<file path="src/sv/mexp_pkg.sv">
// ----------------------------------------------------------------------------
// mexp_pkg
// Shared types and constants for the modular exponentiation block.
// ----------------------------------------------------------------------------
package mexp_pkg;

  localparam int OP_W  = 63;  // widest streamed operand (base value)
  localparam int MOD_W = 31;  // modulus and residue width
  localparam int CNT_W = 6;   // holds OP_W

  localparam logic [MOD_W-1:0] MODULUS_RESET = 31'd1000000007;
  localparam logic [CNT_W-1:0] REDUCE_BITS   = 6'd63;
  localparam logic [CNT_W-1:0] MUL_BITS      = 6'd31;

  typedef enum logic [2:0] {
    S_IDLE,
    S_REDUCE,
    S_STEP,
    S_MUL,
    S_SQR,
    S_DONE
  } state_t;

  // Request to the shared modular multiply unit
  typedef struct packed {
    logic             start;
    logic [OP_W-1:0]  operand;  // streamed MSB first from bit OP_W-1
    logic [MOD_W-1:0] addend;
    logic [CNT_W-1:0] nbits;
  } mm_req_t;

endpackage

</file>
<file path="src/sv/modular_exponentiation.sv">
// ----------------------------------------------------------------------------
// modular_exponentiation
// Right-to-left square-and-multiply: residue = base_value^exponent mod modulus.
// ----------------------------------------------------------------------------
// One item at a time, all arithmetic on one bit-serial modular multiplier.
// The base is first reduced mod the modulus; then for every exponent bit up
// to the highest set one the result is multiplied by the square when the bit
// is set, and the square is squared (the final square is skipped); exponent
// 0 finishes after the reduction with a residue of 1. A modulus below 2 gives
// 0 without starting the multiplier. The multiplier retires one operand bit
// per cycle, and each modular product ends with its done pulse. in_ready is
// high only while idle; a finished residue waits in the output register
// while the next beat is taken.
// ----------------------------------------------------------------------------
module modular_exponentiation #(
  parameter int EXPONENT_BITS = 63
) (
  input  logic                       clk,
  input  logic                       rst_n,
  input  logic                       cfg_wr_en,
  input  logic [mexp_pkg::MOD_W-1:0] cfg_wr_data,
  input  logic                       in_valid,
  output logic                       in_ready,
  input  logic [mexp_pkg::OP_W-1:0]  in_base_value,
  input  logic [mexp_pkg::OP_W-1:0]  in_exponent,
  output logic                       out_valid,
  input  logic                       out_ready,
  output logic [mexp_pkg::MOD_W-1:0] out_residue
);
  import mexp_pkg::*;

  state_t                   state_r, state_nxt;
  logic [MOD_W-1:0]         modulus_r;
  logic [EXPONENT_BITS-1:0] exp_r, exp_nxt;
  logic [MOD_W-1:0]         acc_r, acc_nxt;
  logic [MOD_W-1:0]         sq_r, sq_nxt;
  logic                     out_valid_r, out_valid_nxt;
  logic [MOD_W-1:0]         out_residue_r, out_residue_nxt;

  mm_req_t          mm_req;
  logic             mm_done;
  logic [MOD_W-1:0] mm_result;

  logic in_fire;
  logic mod_small;
  logic exp_rest_zero;  // nothing left above the current bit
  logic out_load;

  assign in_fire       = in_valid && in_ready;
  assign mod_small     = (modulus_r < 2);
  assign exp_rest_zero = ((exp_r >> 1) == '0);
  assign out_load      = (state_r == S_DONE) && (!out_valid_r || out_ready);

  mexp_mulmod u_mulmod (
    .clk     (clk),
    .rst_n   (rst_n),
    .req     (mm_req),
    .modulus (modulus_r),
    .done    (mm_done),
    .result  (mm_result)
  );

  // next state
  always_comb begin
    state_nxt = state_r;
    case (state_r)
      S_IDLE: begin
        if (in_fire) state_nxt = mod_small ? S_DONE : S_REDUCE;
      end
      S_REDUCE: begin
        if (mm_done) state_nxt = S_STEP;
      end
      S_STEP: begin
        if (exp_r == '0)   state_nxt = S_DONE;
        else if (exp_r[0]) state_nxt = S_MUL;
        else               state_nxt = S_SQR;
      end
      S_MUL: begin
        if (mm_done) state_nxt = exp_rest_zero ? S_DONE : S_SQR;
      end
      S_SQR: begin
        if (mm_done) state_nxt = S_STEP;
      end
      S_DONE: begin
        if (out_load) state_nxt = S_IDLE;
      end
      default: state_nxt = S_IDLE;
    endcase
  end

  // sequencer outputs: handshake and multiplier requests
  always_comb begin
    in_ready       = 1'b0;
    mm_req.start   = 1'b0;
    mm_req.operand = {sq_r, {(OP_W-MOD_W){1'b0}}};
    mm_req.addend  = sq_r;
    mm_req.nbits   = MUL_BITS;
    case (state_r)
      S_IDLE: begin
        in_ready = 1'b1;
        // reduce the base: stream its bits against addend 1
        mm_req.start   = in_fire && !mod_small;
        mm_req.operand = in_base_value;
        mm_req.addend  = {{(MOD_W-1){1'b0}}, 1'b1};
        mm_req.nbits   = REDUCE_BITS;
      end
      S_STEP: begin
        mm_req.start = (exp_r != '0);
        if (exp_r[0]) mm_req.operand = {acc_r, {(OP_W-MOD_W){1'b0}}};
      end
      S_MUL: begin
        mm_req.start = mm_done && !exp_rest_zero;
      end
      default: begin
      end
    endcase
  end

  // datapath
  always_comb begin
    exp_nxt         = exp_r;
    acc_nxt         = acc_r;
    sq_nxt          = sq_r;
    out_valid_nxt   = out_valid_r;
    out_residue_nxt = out_residue_r;
    if (out_valid_r && out_ready) out_valid_nxt = 1'b0;
    case (state_r)
      S_IDLE: begin
        if (in_fire) begin
          exp_nxt = in_exponent[EXPONENT_BITS-1:0];
          acc_nxt = mod_small ? '0 : {{(MOD_W-1){1'b0}}, 1'b1};
        end
      end
      S_REDUCE: begin
        if (mm_done) sq_nxt = mm_result;
      end
      S_MUL: begin
        if (mm_done) acc_nxt = mm_result;
      end
      S_SQR: begin
        if (mm_done) begin
          sq_nxt  = mm_result;
          exp_nxt = exp_r >> 1;
        end
      end
      S_DONE: begin
        if (out_load) begin
          out_valid_nxt   = 1'b1;
          out_residue_nxt = acc_r;
        end
      end
      default: begin
      end
    endcase
  end

  always_ff @(posedge clk) begin
    if (!rst_n) begin
      state_r     <= S_IDLE;
      modulus_r   <= MODULUS_RESET;
      out_valid_r <= 1'b0;
    end else begin
      state_r     <= state_nxt;
      out_valid_r <= out_valid_nxt;
      if (cfg_wr_en) modulus_r <= cfg_wr_data;
    end
  end

  always_ff @(posedge clk) begin
    exp_r         <= exp_nxt;
    acc_r         <= acc_nxt;
    sq_r          <= sq_nxt;
    out_residue_r <= out_residue_nxt;
  end

  assign out_valid   = out_valid_r;
  assign out_residue = out_residue_r;

endmodule

</file>
<file path="src/sv/mexp_mulmod.sv">
// ----------------------------------------------------------------------------
// mexp_mulmod
// Bit-serial interleaved modular multiply: r = (operand * addend) mod modulus,
// one operand bit per cycle, MSB first. With addend 1 it reduces the operand.
// ----------------------------------------------------------------------------
module mexp_mulmod (
  input  logic                    clk,
  input  logic                    rst_n,
  input  mexp_pkg::mm_req_t       req,
  input  logic [mexp_pkg::MOD_W-1:0] modulus,
  output logic                    done,
  output logic [mexp_pkg::MOD_W-1:0] result
);
  import mexp_pkg::*;

  logic             busy_r, busy_nxt;
  logic             done_r, done_nxt;
  logic [CNT_W-1:0] cnt_r, cnt_nxt;
  logic [MOD_W-1:0] acc_r, acc_nxt;
  logic [OP_W-1:0]  opnd_r, opnd_nxt;
  logic [MOD_W-1:0] add_r, add_nxt;

  logic [MOD_W+1:0] sum;    // 2r + addend < 3m
  logic [MOD_W+2:0] diff1;  // sum - m
  logic [MOD_W+2:0] diff2;  // sum - 2m
  logic [MOD_W-1:0] acc_step;

  always_comb begin
    sum = {1'b0, acc_r, 1'b0} + {2'b00, (opnd_r[OP_W-1] ? add_r : {MOD_W{1'b0}})};
    diff1 = {1'b0, sum} - {3'b000, modulus};
    diff2 = {1'b0, sum} - {2'b00, modulus, 1'b0};
    if (!diff2[MOD_W+2]) begin
      acc_step = diff2[MOD_W-1:0];
    end else if (!diff1[MOD_W+2]) begin
      acc_step = diff1[MOD_W-1:0];
    end else begin
      acc_step = sum[MOD_W-1:0];
    end
  end

  always_comb begin
    busy_nxt = busy_r;
    done_nxt = 1'b0;
    cnt_nxt  = cnt_r;
    acc_nxt  = acc_r;
    opnd_nxt = opnd_r;
    add_nxt  = add_r;
    if (req.start) begin
      busy_nxt = 1'b1;
      cnt_nxt  = req.nbits;
      acc_nxt  = '0;
      opnd_nxt = req.operand;
      add_nxt  = req.addend;
    end else if (busy_r) begin
      acc_nxt  = acc_step;
      opnd_nxt = {opnd_r[OP_W-2:0], 1'b0};
      cnt_nxt  = cnt_r - 1'b1;
      if (cnt_r == 1) begin
        busy_nxt = 1'b0;
        done_nxt = 1'b1;
      end
    end
  end

  always_ff @(posedge clk) begin
    if (!rst_n) begin
      busy_r <= 1'b0;
      done_r <= 1'b0;
      cnt_r  <= '0;
    end else begin
      busy_r <= busy_nxt;
      done_r <= done_nxt;
      cnt_r  <= cnt_nxt;
    end
  end

  always_ff @(posedge clk) begin
    acc_r  <= acc_nxt;
    opnd_r <= opnd_nxt;
    add_r  <= add_nxt;
  end

  assign done   = done_r;
  assign result = acc_r;

endmodule
</file>
<file path="config.mk">
export PLATFORM = sky130hd
export DESIGN_NAME = modular_exponentiation
export DESIGN_NICKNAME = d
export VERILOG_FILES = /design/src/sv/mexp_pkg.sv /design/src/sv/modular_exponentiation.sv /design/src/sv/mexp_mulmod.sv
export SDC_FILE = /design/constraint.sdc
export NUM_CORES = 1
export LEC_CHECK = 0
export BUFFER_PORTS_ARGS = -buffer_cell sky130_fd_sc_hd__clkbuf_2
export CAP_MARGIN = 0
export CELL_PAD_IN_SITES_DETAIL_PLACEMENT = 1
export CELL_PAD_IN_SITES_GLOBAL_PLACEMENT = 2
export CORE_MARGIN = 2
export CORE_UTILIZATION = 35
export DETAILED_ROUTE_END_ITERATION = 10
export PLACE_DENSITY = 0.72
export SETUP_SLACK_MARGIN = 0.15
export SYNTH_ARGS = -nofsm -noshare
export SYNTH_HDL_FRONTEND = slang
export SYNTH_SLANG_ARGS = --single-unit
</file>
<file path="constraint.sdc">
create_clock -name clk -period 5.4 [get_ports clk]
set_input_delay 1.08 -clock clk [delete_from_list [all_inputs] [get_ports clk]]
set_output_delay 1.08 -clock clk [all_outputs]
set_load 0.02 [all_outputs]
</file>
==> run summary <==
Synth warnings: 0
DRT antenna net count: 0
Final Non-Filler Cells: 2,732
Slowest cell on crit path: edfxtp_1
CTS buffer count: 38
Die X: 232 um
clock network power share: 0.171
Hold Violations, Final: 0
register area share after synthesis: 0.495
minimum clock period: 5.27 ns
clk_skew: 0.0273 ns
Hold Crit Depth: 0
Worst Slack Setup Final: 0.135 ns
Hold WC Path Type: flop to flop
Worst-path clk slew: 0.06 ns
DP HPWL: 40.3 mm
Slew HR: 0.177
Max Cap Viol: 0
switch share: 0.420
fin. max-slew vios: 0
H-Tree Level Count: 2
Worst path depth: 23
dpl cells: 2,629
Max Root-Sink Buffers: 3
drt via density: 5.34
layout cells sized above 1: 0.308
fill count: 5,598
initial detailed-routing violation count: 684
RSZ-0062 raised after global routing: yes
Comb power frac: 0.595
setup violators final: 0
Final #Nets: 2,282
Die Ht: 232 um
Core Area: 51,300 um2
Synth Register Bits: 324
Sum Neg Setup Slack: 0 ns
worst-path cell chain: buf_6, bufbuf_16, and2_1, ha_2, nand4_1, buf_4, a2111oi_4, buf_4, nor2_1, xnor2_1, buf_4, ha_1, a21o_1, a31oi_2, o21ai_2, a221oi_1, a21boi_2, o211ai_1, buf_4, buf_6, clkbuf_16, a211oi_1, o31ai_1
fmax: 190 MHz
Crit path max-delay family: compound AO/OA/AOI/OAI gates
Worst path max stage delay: 0.54 ns
top-count cell post-synth: edfxtp_1
EDFF count, synth: 250
Startpoint Class: flop
IO buf count: 194
Avg Cell Area, Syn: 10.6 um2
DR DRC count: 0
maximum VDD drop: 0.308 mV
die area: 53,800 um2
Reg power frac: 0.234
FF-to-FF path depth: 23
LEAKAGE: 9.28 nW
Clock Latency Late Sink: 0.57 ns
leading area contributor after synthesis: edfxtp_1
global-route wire length before repair: 85.8 mm
Synth top area share: 0.413
Top Ports: 195
Crit path buffers/inverters: 8
Internal: 0.00842 W
gr usage total: 0.202
pre-CTS WS: -0.0845 ns
crit share post-route: 0.975
Initial Util: 0.354
Async SR Flop Fraction: 0
CP required: 5.83 ns
CTS Sinks: 324
CTS tree: built
Most used DFF post-synth: edfxtp_1
crit-path max FO: 15
WP data arrival: 5.69 ns
Unique masters post-synth: 76
routed wire length: 56.0 mm
Post-Syn Area: 18,200 um2
antenna violations before repair: 1
vias in the first global route: 14,900
element type at the critical path end: flop
largest net degree at the start of global routing: 70
Tightest Pin Transition: 1.23 ns
synth cell count leaders: edfxtp_1 (250), nand2_1 (132), a21oi_1 (107), nor2_1 (95), ha_1 (94)
Synth Instances: 1,712
via count: 14,600
Layout Area Growth over Synthesis: 28.0%
drt wl/cell: 20.5 um
crit path kind: flop to flop
NetSw: 0.00610 W
PwrDens: 624 nW/um2
Final GP Congestion: 0.843
crit-path most repeated cell: buf_4
cell row count: 83
Post-Syn Nets: 1,971
top post-synthesis cells by area: edfxtp_1 (41%), dfxtp_1 (8.2%), ha_1 (6.5%)
status: completed
GRT overflow: 0
TritonRoute pass-1 iters: 5
Clk Tree Root Cell: clkbuf_16
power by group through the flow:
stage	Combinational (W)	Sequential, W	Clock [W]
final	0.00864	0.00340	0.00248
after detailed placement	0.00683	0.00343	0
after global placement	0.00676	0.00341	0
after CTS	0.00719	0.00338	0.00255
after floorplan	0.00435	0.00329	0
after global routing	0.00933	0.00345	0.00264
cells by family (layout without fill, tap and decap cells):
family,Yosys count,count (layout),share of synthesized area
fa+ha+maj,97,97,0.0680
flops,324,324,0.495
xor+xnor,84,84,0.0405
other cells,0,1,0
compound gates,466,466,0.172
buf+inv,146,485,0.0309
simple gates,508,508,0.141
mux,87,87,0.0523
final timing paths:
path,from,endpoint,slack [ns]
worst max-delay path,u_mulmod.opnd_r[62]$_DFFE_PP_,u_mulmod.result[8]$_SDFFE_PP0P_,0.13
worst min-delay path,acc_r[3]$_SDFFCE_PN0P_,out_residue[3]$_DFFE_PP_,0.45
worst max register to register,u_mulmod.opnd_r[62]$_DFFE_PP_,u_mulmod.result[8]$_SDFFE_PP0P_,0.13
worst min register to register,acc_r[3]$_SDFFCE_PN0P_,out_residue[3]$_DFFE_PP_,0.45
sequential cells by signal (all words and copies together), names as in the netlist:
name / cells
state_r: 3
modulus_r: 31
u_mulmod.add_r: 31
out_residue: 31
u_mulmod.cnt_r: 6
u_mulmod.opnd_r: 63
u_mulmod.result: 31
exp_r: 63
u_mulmod.busy_r: 1
u_mulmod.done: 1
sq_r: 31
out_valid: 1
acc_r: 31
final cells by class:
class,instances,area (um2),area share
Clock buffer,45,998,0.0429
Tap cell,680,851,0.0366
Clock inverter,23,183,0.00785
Timing Repair Buffer,351,2380,0.103
Multi-Input combinational cell,1242,9600,0.413
Antenna cell,1,2.50,0.000108
Inverter,66,249,0.0107
Sequential cell,324,8990,0.386
repair_timing:
item / in CTS / in global routing
hold buffers: 0 / 0
setup endpoints to repair: 31 / 31
pin swaps: 5 / 32
buffers inserted: 9 / 16
gates cloned: 2 / 7
gates resized for setup: 33 / 178
through the flow:
| step | instance area (um2) | power [W] | util | hold WS (ns) |
|---|---|---|---|---|
| floorplan | 18200 | 0.00764 | - | 0.426 |
| global placement | 20700 | 0.0102 | 0.403 | 0.439 |
| detailed placement | 20700 | 0.0103 | 0.403 | 0.437 |
| CTS | 22200 | 0.0131 | 0.432 | 0.450 |
| global route | 23300 | 0.0154 | 0.453 | 0.464 |
| finish | 23300 | 0.0145 | 0.453 | 0.448 |
layer usage:
metal | GRT usage | part of all wire
met5 | 0 | 0
met4 | 0.0445 | 0.019
met3 | 0.0255 | 0.035
met2 | 0.313 | 0.45
met1 | 0.301 | 0.50
placed cells by master (no fill, tap or decap), drive strengths merged, types with 5 or more instances in the layout:
cell type | synthesis | routed
nand2b | 12 | 12
a211oi | 9 | 9
or3 | 7 | 7
nand2 | 132 | 132
clkbuf | 69 | 244
edfxtp | 250 | 250
buf | 11 | 151
nor4b | 5 | 5
inv | 66 | 68
nor4 | 25 | 25
xor2 | 30 | 30
a21oi | 108 | 108
a21boi | 8 | 8
a211o | 5 | 5
a22o | 32 | 32
o2111ai | 6 | 6
nor2b | 61 | 61
mux2i | 24 | 24
o211ai | 25 | 25
nand4 | 16 | 16
o31ai | 11 | 11
a31oi | 58 | 58
nor3 | 34 | 34
mux2 | 63 | 63
nor2 | 96 | 96
ha | 94 | 94
o21a | 12 | 12
and3 | 8 | 8
o21bai | 7 | 7
a22oi | 35 | 35
nand3 | 32 | 32
and2 | 66 | 66
o21ai | 69 | 69
clkinv | 0 | 18
dfxtp | 74 | 74
a21o | 37 | 37
xnor2 | 54 | 54
worst reg2reg max path, delay by kind of cell (launching register included):
kind / cells / cell delay (ns)
flops: 1 / 0.54
buf+inv: 8 / 1.51
compound gates: 9 / 1.86
fa+ha+maj: 2 / 0.68
simple gates: 3 / 0.42
xor+xnor: 1 / 0.12
Note: power is estimated with default switching activity, not from simulation.
